### config.mk
export PLATFORM = sky130hd
export DESIGN_NAME = scalar_quantizer_distortion_unit
export DESIGN_NICKNAME = d
export VERILOG_FILES = /design/src/hdl/sqd_pkg.sv /design/src/hdl/sqd_ctrl.sv /design/src/hdl/sqd_datapath.sv /design/src/hdl/scalar_quantizer_distortion_unit.sv
export SDC_FILE = /design/constraint.sdc
export NUM_CORES = 1
export LEC_CHECK = 0
export ABC_CLOCK_PERIOD_IN_PS = 17400
export BUFFER_PORTS_ARGS = -buffer_cell sky130_fd_sc_hd__buf_2
export CORE_UTILIZATION = 30
export CTS_CLUSTER_DIAMETER = 30
export DETAILED_ROUTE_END_ITERATION = 12
export PLACE_DENSITY = 0.46
export SYNTH_ARGS = -nofsm -noshare
export SYNTH_HDL_FRONTEND = slang
export SYNTH_SLANG_ARGS = --single-unit
### constraint.sdc
create_clock -name clock -period 17.4 [get_ports clock]
set_clock_uncertainty 0.1 [all_clocks]
set_input_delay 2.61 -clock clock [delete_from_list [all_inputs] [get_ports clock]]
set_output_delay 2.61 -clock clock [all_outputs]
set_load 0.02 [all_outputs]
### src/hdl/sqd_pkg.sv
`timescale 1ns / 1ps
// Shared types and constants for the scalar quantizer distortion unit.
// No dependencies; imported by the controller, the datapath and the top level.
package sqd_pkg;

   // Field and register widths
   localparam int SAMPLE_W   = 16;
   localparam int CODE_W     = 16;
   localparam int INDEX_W    = 2;
   localparam int VALUE_W    = 18;   // sample or code word plus headroom for the difference
   localparam int ABS_W      = 17;
   localparam int SQ_W       = 2 * ABS_W;
   localparam int SUM_W      = 48;
   localparam int MEAN_W     = 32;
   localparam int CSR_ADDR_W = 3;
   localparam int CSR_DATA_W = 16;
   localparam int NUM_THRESH = 3;
   localparam int NUM_CODES  = 4;

   // Register map
   typedef enum logic [CSR_ADDR_W-1:0] {
      CSR_THRESHOLD_0  = 3'd0,
      CSR_THRESHOLD_1  = 3'd1,
      CSR_THRESHOLD_2  = 3'd2,
      CSR_CODE_VALUE_0 = 3'd3,
      CSR_CODE_VALUE_1 = 3'd4,
      CSR_CODE_VALUE_2 = 3'd5,
      CSR_CODE_VALUE_3 = 3'd6
   } sqd_csr_type;

   // Register reset values
   localparam logic [CSR_DATA_W-1:0] THRESHOLD_0_RESET  = 16'hC000;
   localparam logic [CSR_DATA_W-1:0] THRESHOLD_1_RESET  = 16'h0000;
   localparam logic [CSR_DATA_W-1:0] THRESHOLD_2_RESET  = 16'h4000;
   localparam logic [CSR_DATA_W-1:0] CODE_VALUE_0_RESET = 16'hA000;
   localparam logic [CSR_DATA_W-1:0] CODE_VALUE_1_RESET = 16'hE000;
   localparam logic [CSR_DATA_W-1:0] CODE_VALUE_2_RESET = 16'h2000;
   localparam logic [CSR_DATA_W-1:0] CODE_VALUE_3_RESET = 16'h6000;

   // Commands from the controller to the datapath
   typedef struct packed {
      logic capture;     // take the input beat, compare and select the code word
      logic square;      // square the error
      logic accumulate;  // update sum and count, load the divider on a last beat
      logic div_step;    // one restoring division step
      logic emit;        // load the output register
   } sqd_cmd_type;

   // Status from the datapath to the controller
   typedef struct packed {
      logic last;        // captured item closes a run
      logic div_last;    // final division step is being taken
   } sqd_status_type;

endpackage

### src/hdl/sqd_ctrl.sv
`timescale 1ns / 1ps
// Sequencer for the scalar quantizer distortion unit: handshakes and datapath commands.
// Depends on sqd_pkg.
module sqd_ctrl (
   input  logic                    clock,
   input  logic                    reset,
   input  logic                    req_valid,
   output logic                    req_stall,
   output logic                    rsp_valid,
   input  logic                    rsp_stall,
   output sqd_pkg::sqd_cmd_type    cmd,
   input  sqd_pkg::sqd_status_type status
);
   import sqd_pkg::*;

   typedef enum logic [2:0] {
      IDLE,
      SQUARE,
      ACCUM,
      DIVIDE,
      EMIT
   } state_type;

   state_type state_ff, state_in;
   logic      rsp_valid_ff, rsp_valid_in;
   logic      out_free;

   // Output register can take a result this cycle
   assign out_free = !rsp_valid_ff || !rsp_stall;

   // Decode commands and next state
   always_comb begin
      cmd      = '0;
      state_in = state_ff;
      case (state_ff)
         IDLE: begin
            cmd.capture = req_valid;
            if (req_valid) state_in = SQUARE;
         end
         SQUARE: begin
            cmd.square = 1'b1;
            state_in   = ACCUM;
         end
         ACCUM: begin
            cmd.accumulate = 1'b1;
            state_in       = status.last ? DIVIDE : EMIT;
         end
         DIVIDE: begin
            cmd.div_step = 1'b1;
            if (status.div_last) state_in = EMIT;
         end
         EMIT: begin
            cmd.emit = out_free;
            if (out_free) state_in = IDLE;
         end
         default: begin
            state_in = IDLE;
         end
      endcase
   end

   // Set on a load, drop once the beat is taken
   always_comb begin
      if (cmd.emit) begin
         rsp_valid_in = 1'b1;
      end else if (!rsp_stall) begin
         rsp_valid_in = 1'b0;
      end else begin
         rsp_valid_in = rsp_valid_ff;
      end
   end

   // State and registered outputs
   always_ff @(posedge clock) begin
      if (reset) begin
         state_ff     <= IDLE;
         rsp_valid_ff <= 1'b0;
      end else begin
         state_ff     <= state_in;
         rsp_valid_ff <= rsp_valid_in;
      end
   end

   assign req_stall = (state_ff != IDLE);
   assign rsp_valid = rsp_valid_ff;

   // An accepted beat blocks the input until its result is loaded
   a_stall_after_accept: assert property (@(posedge clock) disable iff (reset)
      (req_valid && !req_stall) |=> req_stall)
      else $error("input not stalled after accepting a beat");

   // A result is never loaded over one that is still waiting
   a_no_overwrite: assert property (@(posedge clock) disable iff (reset)
      cmd.emit |-> !(rsp_valid && rsp_stall))
      else $error("output register overwritten while stalled");

   // The divider runs until its final step
   a_divide_holds: assert property (@(posedge clock) disable iff (reset)
      (state_ff == DIVIDE && !status.div_last) |=> (state_ff == DIVIDE))
      else $error("division left early");

   // At most one command at a time
   a_one_command: assert property (@(posedge clock) disable iff (reset)
      $onehot0(cmd))
      else $error("more than one datapath command");

endmodule

### src/hdl/sqd_datapath.sv
`timescale 1ns / 1ps
// Datapath for the scalar quantizer distortion unit: registers, quantizer, squarer,
// saturating accumulator, bit-serial divider and output register. Depends on sqd_pkg.
module sqd_datapath #(
   parameter int LEVELS      = 4,
   parameter int MAX_RUN     = 65535,
   parameter int SAMPLE_BITS = 16
) (
   input  logic                                   clock,
   input  logic                                   reset,
   input  logic                                   csr_write_en,
   input  logic [sqd_pkg::CSR_ADDR_W-1:0]         csr_index,
   input  logic [sqd_pkg::CSR_DATA_W-1:0]         csr_wdata,
   input  logic signed [sqd_pkg::SAMPLE_W-1:0]    req_sample,
   input  logic                                   req_last_sample,
   input  sqd_pkg::sqd_cmd_type                   cmd,
   output sqd_pkg::sqd_status_type                status,
   output logic [sqd_pkg::INDEX_W-1:0]            rsp_level_index,
   output logic signed [sqd_pkg::CODE_W-1:0]      rsp_quantized_value,
   output logic                                   rsp_run_end,
   output logic [sqd_pkg::MEAN_W-1:0]             rsp_mean_sq_error
);
   import sqd_pkg::*;

   localparam int COUNT_BITS = $clog2(MAX_RUN + 1);
   localparam int STEP_BITS  = $clog2(SUM_W);
   localparam bit SIGNED_IN  = (SAMPLE_BITS <= SAMPLE_W);
   localparam int SIGN_POS   = SIGNED_IN ? SAMPLE_BITS - 1 : SAMPLE_W - 1;
   localparam logic [COUNT_BITS-1:0] RUN_LIMIT = COUNT_BITS'(MAX_RUN);
   localparam logic [STEP_BITS-1:0]  STEP_LAST = STEP_BITS'(SUM_W - 1);

   // Configuration registers
   logic [CSR_DATA_W-1:0] thr_ff  [NUM_THRESH];
   logic [CSR_DATA_W-1:0] thr_in  [NUM_THRESH];
   logic [CSR_DATA_W-1:0] code_ff [NUM_CODES];
   logic [CSR_DATA_W-1:0] code_in [NUM_CODES];

   // Item stages
   logic signed [VALUE_W-1:0] sample_ext;
   logic signed [VALUE_W-1:0] thr_ext [NUM_THRESH];
   logic signed [VALUE_W-1:0] code_ext;
   logic [INDEX_W-1:0]        idx;
   logic                      stop;
   logic                      fill;
   logic [INDEX_W-1:0]        idx_ff;
   logic [CODE_W-1:0]         cv_ff;
   logic signed [VALUE_W-1:0] diff_ff;
   logic                      last_ff;
   logic [VALUE_W-1:0]        diff_neg;
   logic [ABS_W-1:0]          abs_err;
   logic [SQ_W-1:0]           sq_ff;

   // Accumulator
   logic [SUM_W-1:0]      sum_ff, sum_in, sum_upd;
   logic [SUM_W:0]        sum_wide;
   logic [COUNT_BITS-1:0] count_ff, count_in, count_upd;
   logic                  room;

   // Divider
   logic [COUNT_BITS-1:0] rem_ff, divisor_ff;
   logic [SUM_W-1:0]      quot_ff;
   logic [STEP_BITS-1:0]  step_ff;
   logic [COUNT_BITS:0]   shifted;
   logic [COUNT_BITS:0]   trial;
   logic                  ge;
   logic [MEAN_W-1:0]     mean;

   // Output register
   logic [INDEX_W-1:0] out_idx_ff;
   logic [CODE_W-1:0]  out_cv_ff;
   logic               out_end_ff;
   logic [MEAN_W-1:0]  out_mean_ff;

   // Register writes; unknown indexes drop
   always_comb begin
      thr_in  = thr_ff;
      code_in = code_ff;
      if (csr_write_en) begin
         case (csr_index)
            CSR_THRESHOLD_0:  thr_in[0]  = csr_wdata;
            CSR_THRESHOLD_1:  thr_in[1]  = csr_wdata;
            CSR_THRESHOLD_2:  thr_in[2]  = csr_wdata;
            CSR_CODE_VALUE_0: code_in[0] = csr_wdata;
            CSR_CODE_VALUE_1: code_in[1] = csr_wdata;
            CSR_CODE_VALUE_2: code_in[2] = csr_wdata;
            CSR_CODE_VALUE_3: code_in[3] = csr_wdata;
            default: begin
            end
         endcase
      end
   end

   always_ff @(posedge clock) begin
      if (reset) begin
         thr_ff[0]  <= THRESHOLD_0_RESET;
         thr_ff[1]  <= THRESHOLD_1_RESET;
         thr_ff[2]  <= THRESHOLD_2_RESET;
         code_ff[0] <= CODE_VALUE_0_RESET;
         code_ff[1] <= CODE_VALUE_1_RESET;
         code_ff[2] <= CODE_VALUE_2_RESET;
         code_ff[3] <= CODE_VALUE_3_RESET;
      end else begin
         thr_ff  <= thr_in;
         code_ff <= code_in;
      end
   end

   // Take the low SAMPLE_BITS bits of the sample as two's complement
   always_comb begin
      fill = SIGNED_IN ? req_sample[SIGN_POS] : 1'b0;
      for (int b = 0; b < SAMPLE_W; b++) begin
         sample_ext[b] = (b < SAMPLE_BITS) ? req_sample[b] : fill;
      end
      sample_ext[VALUE_W-1:SAMPLE_W] = {(VALUE_W - SAMPLE_W){fill}};
   end

   // Scan thresholds in order, stop at the first one not below the sample
   always_comb begin
      idx  = '0;
      stop = 1'b0;
      for (int k = 0; k < NUM_THRESH; k++) begin
         thr_ext[k] = {{(VALUE_W - CSR_DATA_W){thr_ff[k][CSR_DATA_W-1]}}, thr_ff[k]};
      end
      for (int k = 0; k < LEVELS - 1; k++) begin
         if (!stop) begin
            if (thr_ext[k] < sample_ext) begin
               idx = idx + INDEX_W'(1);
            end else begin
               stop = 1'b1;
            end
         end
      end
      code_ext = {{(VALUE_W - CODE_W){code_ff[idx][CODE_W-1]}}, code_ff[idx]};
   end

   // Capture the beat with its index, code word and error
   always_ff @(posedge clock) begin
      if (cmd.capture) begin
         idx_ff  <= idx;
         cv_ff   <= code_ff[idx];
         diff_ff <= sample_ext - code_ext;
         last_ff <= req_last_sample;
      end
   end

   // Square the magnitude of the error
   assign diff_neg = -diff_ff;
   assign abs_err  = diff_ff[VALUE_W-1] ? diff_neg[ABS_W-1:0] : diff_ff[ABS_W-1:0];

   always_ff @(posedge clock) begin
      if (cmd.square) begin
         sq_ff <= abs_err * abs_err;
      end
   end

   // Saturating sum; freeze once the run reaches its limit
   always_comb begin
      room      = (count_ff < RUN_LIMIT);
      sum_wide  = {1'b0, sum_ff} + (SUM_W + 1)'(sq_ff);
      sum_upd   = sum_ff;
      count_upd = count_ff;
      if (room) begin
         sum_upd   = sum_wide[SUM_W] ? {SUM_W{1'b1}} : sum_wide[SUM_W-1:0];
         count_upd = count_ff + COUNT_BITS'(1);
      end
      sum_in   = sum_ff;
      count_in = count_ff;
      if (cmd.accumulate) begin
         sum_in   = last_ff ? '0 : sum_upd;
         count_in = last_ff ? '0 : count_upd;
      end
   end

   always_ff @(posedge clock) begin
      if (reset) begin
         sum_ff   <= '0;
         count_ff <= '0;
      end else begin
         sum_ff   <= sum_in;
         count_ff <= count_in;
      end
   end

   // Restoring division, one quotient bit per step
   assign shifted = {rem_ff, quot_ff[SUM_W-1]};
   assign trial   = shifted - {1'b0, divisor_ff};
   assign ge      = (shifted >= {1'b0, divisor_ff});

   always_ff @(posedge clock) begin
      if (cmd.accumulate && last_ff) begin
         rem_ff     <= '0;
         quot_ff    <= sum_upd;
         divisor_ff <= count_upd;
         step_ff    <= '0;
      end else if (cmd.div_step) begin
         rem_ff  <= ge ? trial[COUNT_BITS-1:0] : shifted[COUNT_BITS-1:0];
         quot_ff <= {quot_ff[SUM_W-2:0], ge};
         step_ff <= step_ff + STEP_BITS'(1);
      end
   end

   assign status.last     = last_ff;
   assign status.div_last = (step_ff == STEP_LAST);

   // Clamp the mean to 32 bits; zero unless the run ends here
   always_comb begin
      mean = '0;
      if (last_ff) begin
         mean = (quot_ff[SUM_W-1:MEAN_W] != '0) ? {MEAN_W{1'b1}} : quot_ff[MEAN_W-1:0];
      end
   end

   // Load the output register
   always_ff @(posedge clock) begin
      if (cmd.emit) begin
         out_idx_ff  <= idx_ff;
         out_cv_ff   <= cv_ff;
         out_end_ff  <= last_ff;
         out_mean_ff <= mean;
      end
   end

   assign rsp_level_index     = out_idx_ff;
   assign rsp_quantized_value = out_cv_ff;
   assign rsp_run_end         = out_end_ff;
   assign rsp_mean_sq_error   = out_mean_ff;

endmodule

### src/hdl/scalar_quantizer_distortion_unit.sv
`timescale 1ns / 1ps
// Top level of the scalar quantizer distortion unit: controller plus datapath.
// Depends on sqd_pkg, sqd_ctrl and sqd_datapath.
//
//   channel   direction   handshake              payload
//   req       in          req_valid / req_stall  req_sample, req_last_sample
//   rsp       out         rsp_valid / rsp_stall  rsp_level_index, rsp_quantized_value,
//                                                rsp_run_end, rsp_mean_sq_error
//   csr       in          csr_write_en           csr_index, csr_wdata
//
// An ordinary item goes from accept to the next accept through capture and compare,
// square, accumulate and the load of the output register.
// An item marked last adds the bit-serial divider before that load (one quotient bit
// per cycle over the 48-bit sum).
// Reset is synchronous; it restores the register defaults and clears sum and count.
// One output register holds a waiting result; the next item is accepted meanwhile and
// waits at its output load while that beat stays stalled.
module scalar_quantizer_distortion_unit #(
   parameter int LEVELS      = 4,
   parameter int MAX_RUN     = 65535,
   parameter int SAMPLE_BITS = 16
) (
   input  logic                                clock,
   input  logic                                reset,
   input  logic                                csr_write_en,
   input  logic [sqd_pkg::CSR_ADDR_W-1:0]      csr_index,
   input  logic [sqd_pkg::CSR_DATA_W-1:0]      csr_wdata,
   input  logic                                req_valid,
   output logic                                req_stall,
   input  logic signed [sqd_pkg::SAMPLE_W-1:0] req_sample,
   input  logic                                req_last_sample,
   output logic                                rsp_valid,
   input  logic                                rsp_stall,
   output logic [sqd_pkg::INDEX_W-1:0]         rsp_level_index,
   output logic signed [sqd_pkg::CODE_W-1:0]   rsp_quantized_value,
   output logic                                rsp_run_end,
   output logic [sqd_pkg::MEAN_W-1:0]          rsp_mean_sq_error
);
   import sqd_pkg::*;

   sqd_cmd_type    cmd;
   sqd_status_type status;

   // Sequencer
   sqd_ctrl u_ctrl (
      .clock     (clock),
      .reset     (reset),
      .req_valid (req_valid),
      .req_stall (req_stall),
      .rsp_valid (rsp_valid),
      .rsp_stall (rsp_stall),
      .cmd       (cmd),
      .status    (status)
   );

   // Arithmetic and storage
   sqd_datapath #(
      .LEVELS      (LEVELS),
      .MAX_RUN     (MAX_RUN),
      .SAMPLE_BITS (SAMPLE_BITS)
   ) u_datapath (
      .clock               (clock),
      .reset               (reset),
      .csr_write_en        (csr_write_en),
      .csr_index           (csr_index),
      .csr_wdata           (csr_wdata),
      .req_sample          (req_sample),
      .req_last_sample     (req_last_sample),
      .cmd                 (cmd),
      .status              (status),
      .rsp_level_index     (rsp_level_index),
      .rsp_quantized_value (rsp_quantized_value),
      .rsp_run_end         (rsp_run_end),
      .rsp_mean_sq_error   (rsp_mean_sq_error)
   );

endmodule

==> run summary <==
YS warnings - 0
Post-Syn Instances - 3060
Kind of critical path - flop to flop
Post-CTS sizing - 0
Via count - 21.4k
Compound-Gate Fraction of Synth Area - 0.155
Share of the synthesized area in the top cell type - 0.197
WL final - 77100 um
Post-route cell area - 33600 sq um
Post-synth top flop - dfxtp_1
GRT Total Usage - 0.165
First-pass GRT wire length - 123000 um
Fraction of layout cells with a size suffix above 1 - 0.111
Per-cell routed wire length - 17.1 um
Netlist Area Pre-Place - 28100 sq um
Clock latency at the later pin of the worst-skew pair - 0.65 ns
# IOs - 94
Clock tree sinks - 386
Clk slew on worst S/H paths - 0.05 ns
Met3 WL - 3120 um
DP HPWL - 57900 um
FFs w/ async S/R, synth - 0
Initial antenna violation count - 2
Placed cell areas - 30000 sq um
Final setup violation count - 0
DIE WIDTH - 308 um
Tcrit/Tclk final - 0.516
Sequential cell area - 9570 sq um
Initial Util - 0.305
Pin count of the biggest net entering global routing - 86
Crit path max fanout - 12
Clk root buf - clkbuf_16
Yosys cell types - 97
Total CTS buffers - 102
Core Box Area - 92200 sq um
Multi-input gate area - 16800 sq um
Largest family of logic cells by synthesized area - adder cells
Highest routed metal layer - met4
Relative slew slack - 0.218
CP endpoint kind - flop
I/O Buffers - 93
Beginning of the worst hold path - u_datapath.idx_ff[0]
Area of the die - 94900 sq um
Post-synthesis simple-gate area fraction - 0.147
Vias/cell - 4.74
Filler cells - 9466
DRC viols - 0
M1 WL - 37200 um
Die height - 308 um
Crit path launch type - flop
Synth top area cells - edfxtp_1 (20%), dfxtp_1 (14%), fa_1 (14%), ha_1 (9.8%), nand2_1 (6.8%)
Commonest non-fill, non-tap cell in the layout - nand2_1
Initial DRT Pass Iterations - 5
Net count, final - 3640
Yosys reg bits - 386
Final Hold Vio Count - 0
Cell accounting for the most synthesized area - edfxtp_1
Register area share after synthesis - 0.341
Max-slew violation count - 0
H-tree depth - 3
WP data arrival - 9.34 ns
Post-synth EDFFs - 184
Syn_area_per_cell - 9.18 sq um
R2r startpoint - u_datapath.diff_ff[0]
Initial DRC count - 1203
ANT nets after route - 0
Commonest non-fill, non-tap cells in the layout - nand2_1 (505), inv_1 (356), ha_1 (219), nor2_1 (214), a21oi_1 (205)
Crit path max-delay cell type - xor2_1
CP most frequent cell - fa_1
Slew @ Worst Pin - 1.16 ns
Max Clk Rate - 111 MHz
Max-cap violations - 0
Unrepaired setup endpoints after global routing - no
Post-synthesis xor/xnor area fraction - 0.0405
Worst path required time - 17.76 ns
CTS tree - built
Hold Path Class - flop to flop
Post-synthesis mux area share - 0.0145
Post-CTS setup buffers - 0
Vias in the first global route - 21.7k
Status - completed
Minimum clock period - 8.99 ns
Final GP Congestion - 0.855
Grt total ovfl - 0
Slowest stage delay, CP - 0.75 ns
Critical path origin - u_datapath.diff_ff[0]
Post-Synth Adder-Cell Area - 0.237
WL met2 - 35000 um
Buffer depth of the longest clock path - 3
P&R area growth vs syn - 19.6%
Hold buffer count at cts - 0
Site Rows - 111
Fin Setup TNS - 0 ns
metrics by stage:
step,std cells,hold slack (ns),util,worst slack [ns]
detailed placement,4324,0.306,0.325,8.40
finish,4519,0.315,0.364,8.41
CTS,4518,0.312,0.364,8.39
global route,4519,0.314,0.364,7.98
global placement,4324,0.305,0.325,8.67
floorplan,3070,0.300,-,9.42
synthesized netlist by cell type (14+ instances only):
cell,number
o211ai_1,14
a21o_1,43
ha_1,219
nor3_1,33
dfxtp_1,202
inv_1,357
xor2_1,43
o21a_1,49
nand3_1,54
nor2_1,216
edfxtp_1,184
and3_1,15
nor4_1,15
nand2_1,506
fa_1,195
a31oi_1,18
o22ai_1,17
nand2b_1,22
a21oi_1,206
xnor2_1,85
o21ai_0,112
o21ai_1,20
mux2i_1,34
nor2b_1,20
o31ai_1,19
o221ai_1,32
nand4_1,29
a22oi_1,15
clkbuf_1,96
final timing paths:
kind / endpoint / slack [ns] / cells after the start
setup / recovery: u_datapath.sq_ff[30] / 8.41 / 28
hold / removal: u_datapath.rsp_level_index[0] / 0.31 / 0
setup reg to reg: u_datapath.sq_ff[30] / 8.41 / 28
hold reg to reg: u_datapath.rsp_level_index[0] / 0.31 / 0
cell families (layout without fill, tap and decap cells):
| kind of cell | count (synthesis) | in the layout |
|---|---|---|
| compound gates | 657 | 657 |
| xor+xnor | 129 | 129 |
| fa+ha+maj | 414 | 414 |
| buf+inv | 477 | 682 |
| flops | 386 | 386 |
| mux | 39 | 39 |
| other cells | 2 | 13 |
| simple gates | 956 | 956 |
sequential cells by signal (all words and copies together), names as in the netlist, 2 cells and up:
name and count:
u_datapath.step_ff 6, u_datapath.quot_ff 48, u_datapath.sq_ff 33, u_datapath.thr_ext 48, u_datapath.idx_ff 2, u_datapath.diff_ff 17
u_ctrl.state_ff 3, u_datapath.rsp_level_index 2, u_datapath.sum_ff 48, u_datapath.cv_ff 16, u_datapath.count_ff 16, u_datapath.code_ff 64
u_datapath.rsp_mean_sq_error 32, u_datapath.rem_ff 16, u_datapath.rsp_quantized_value 16, u_datapath.divisor_ff 16
final cells by class:
class                      count  area share
multi-input combinational   2207       0.499
timing repair buffer         127      0.0215
antenna                        1   0.0000745
clock buffer                 134      0.0834
tap                         1243      0.0463
clock inverter                60      0.0243
sequential                   386       0.285
inverter                     361      0.0403
critical path: cells and delay by family (launching register included):
family / cells / cell delay, ns
adders and majority gates: 7 / 3.48
buffers and inverters: 7 / 0.80
AOI/OAI and AO/OA: 10 / 2.30
DFF: 1 / 0.56
xor gates and xnor gates: 1 / 0.75
and+or+nand+nor: 3 / 0.84
metal layers:
metal | vias up | global-route usage
met1 | 10157 | 0.225
met3 | 116 | 0.0293
li1 | 10741 | -
met4 | 0 | 0.0472
met5 | - | 0
met2 | 409 | 0.266
Power is not shown: default switching activity piles up to over one toggle a cycle in this logic, so the estimate is an artifact.
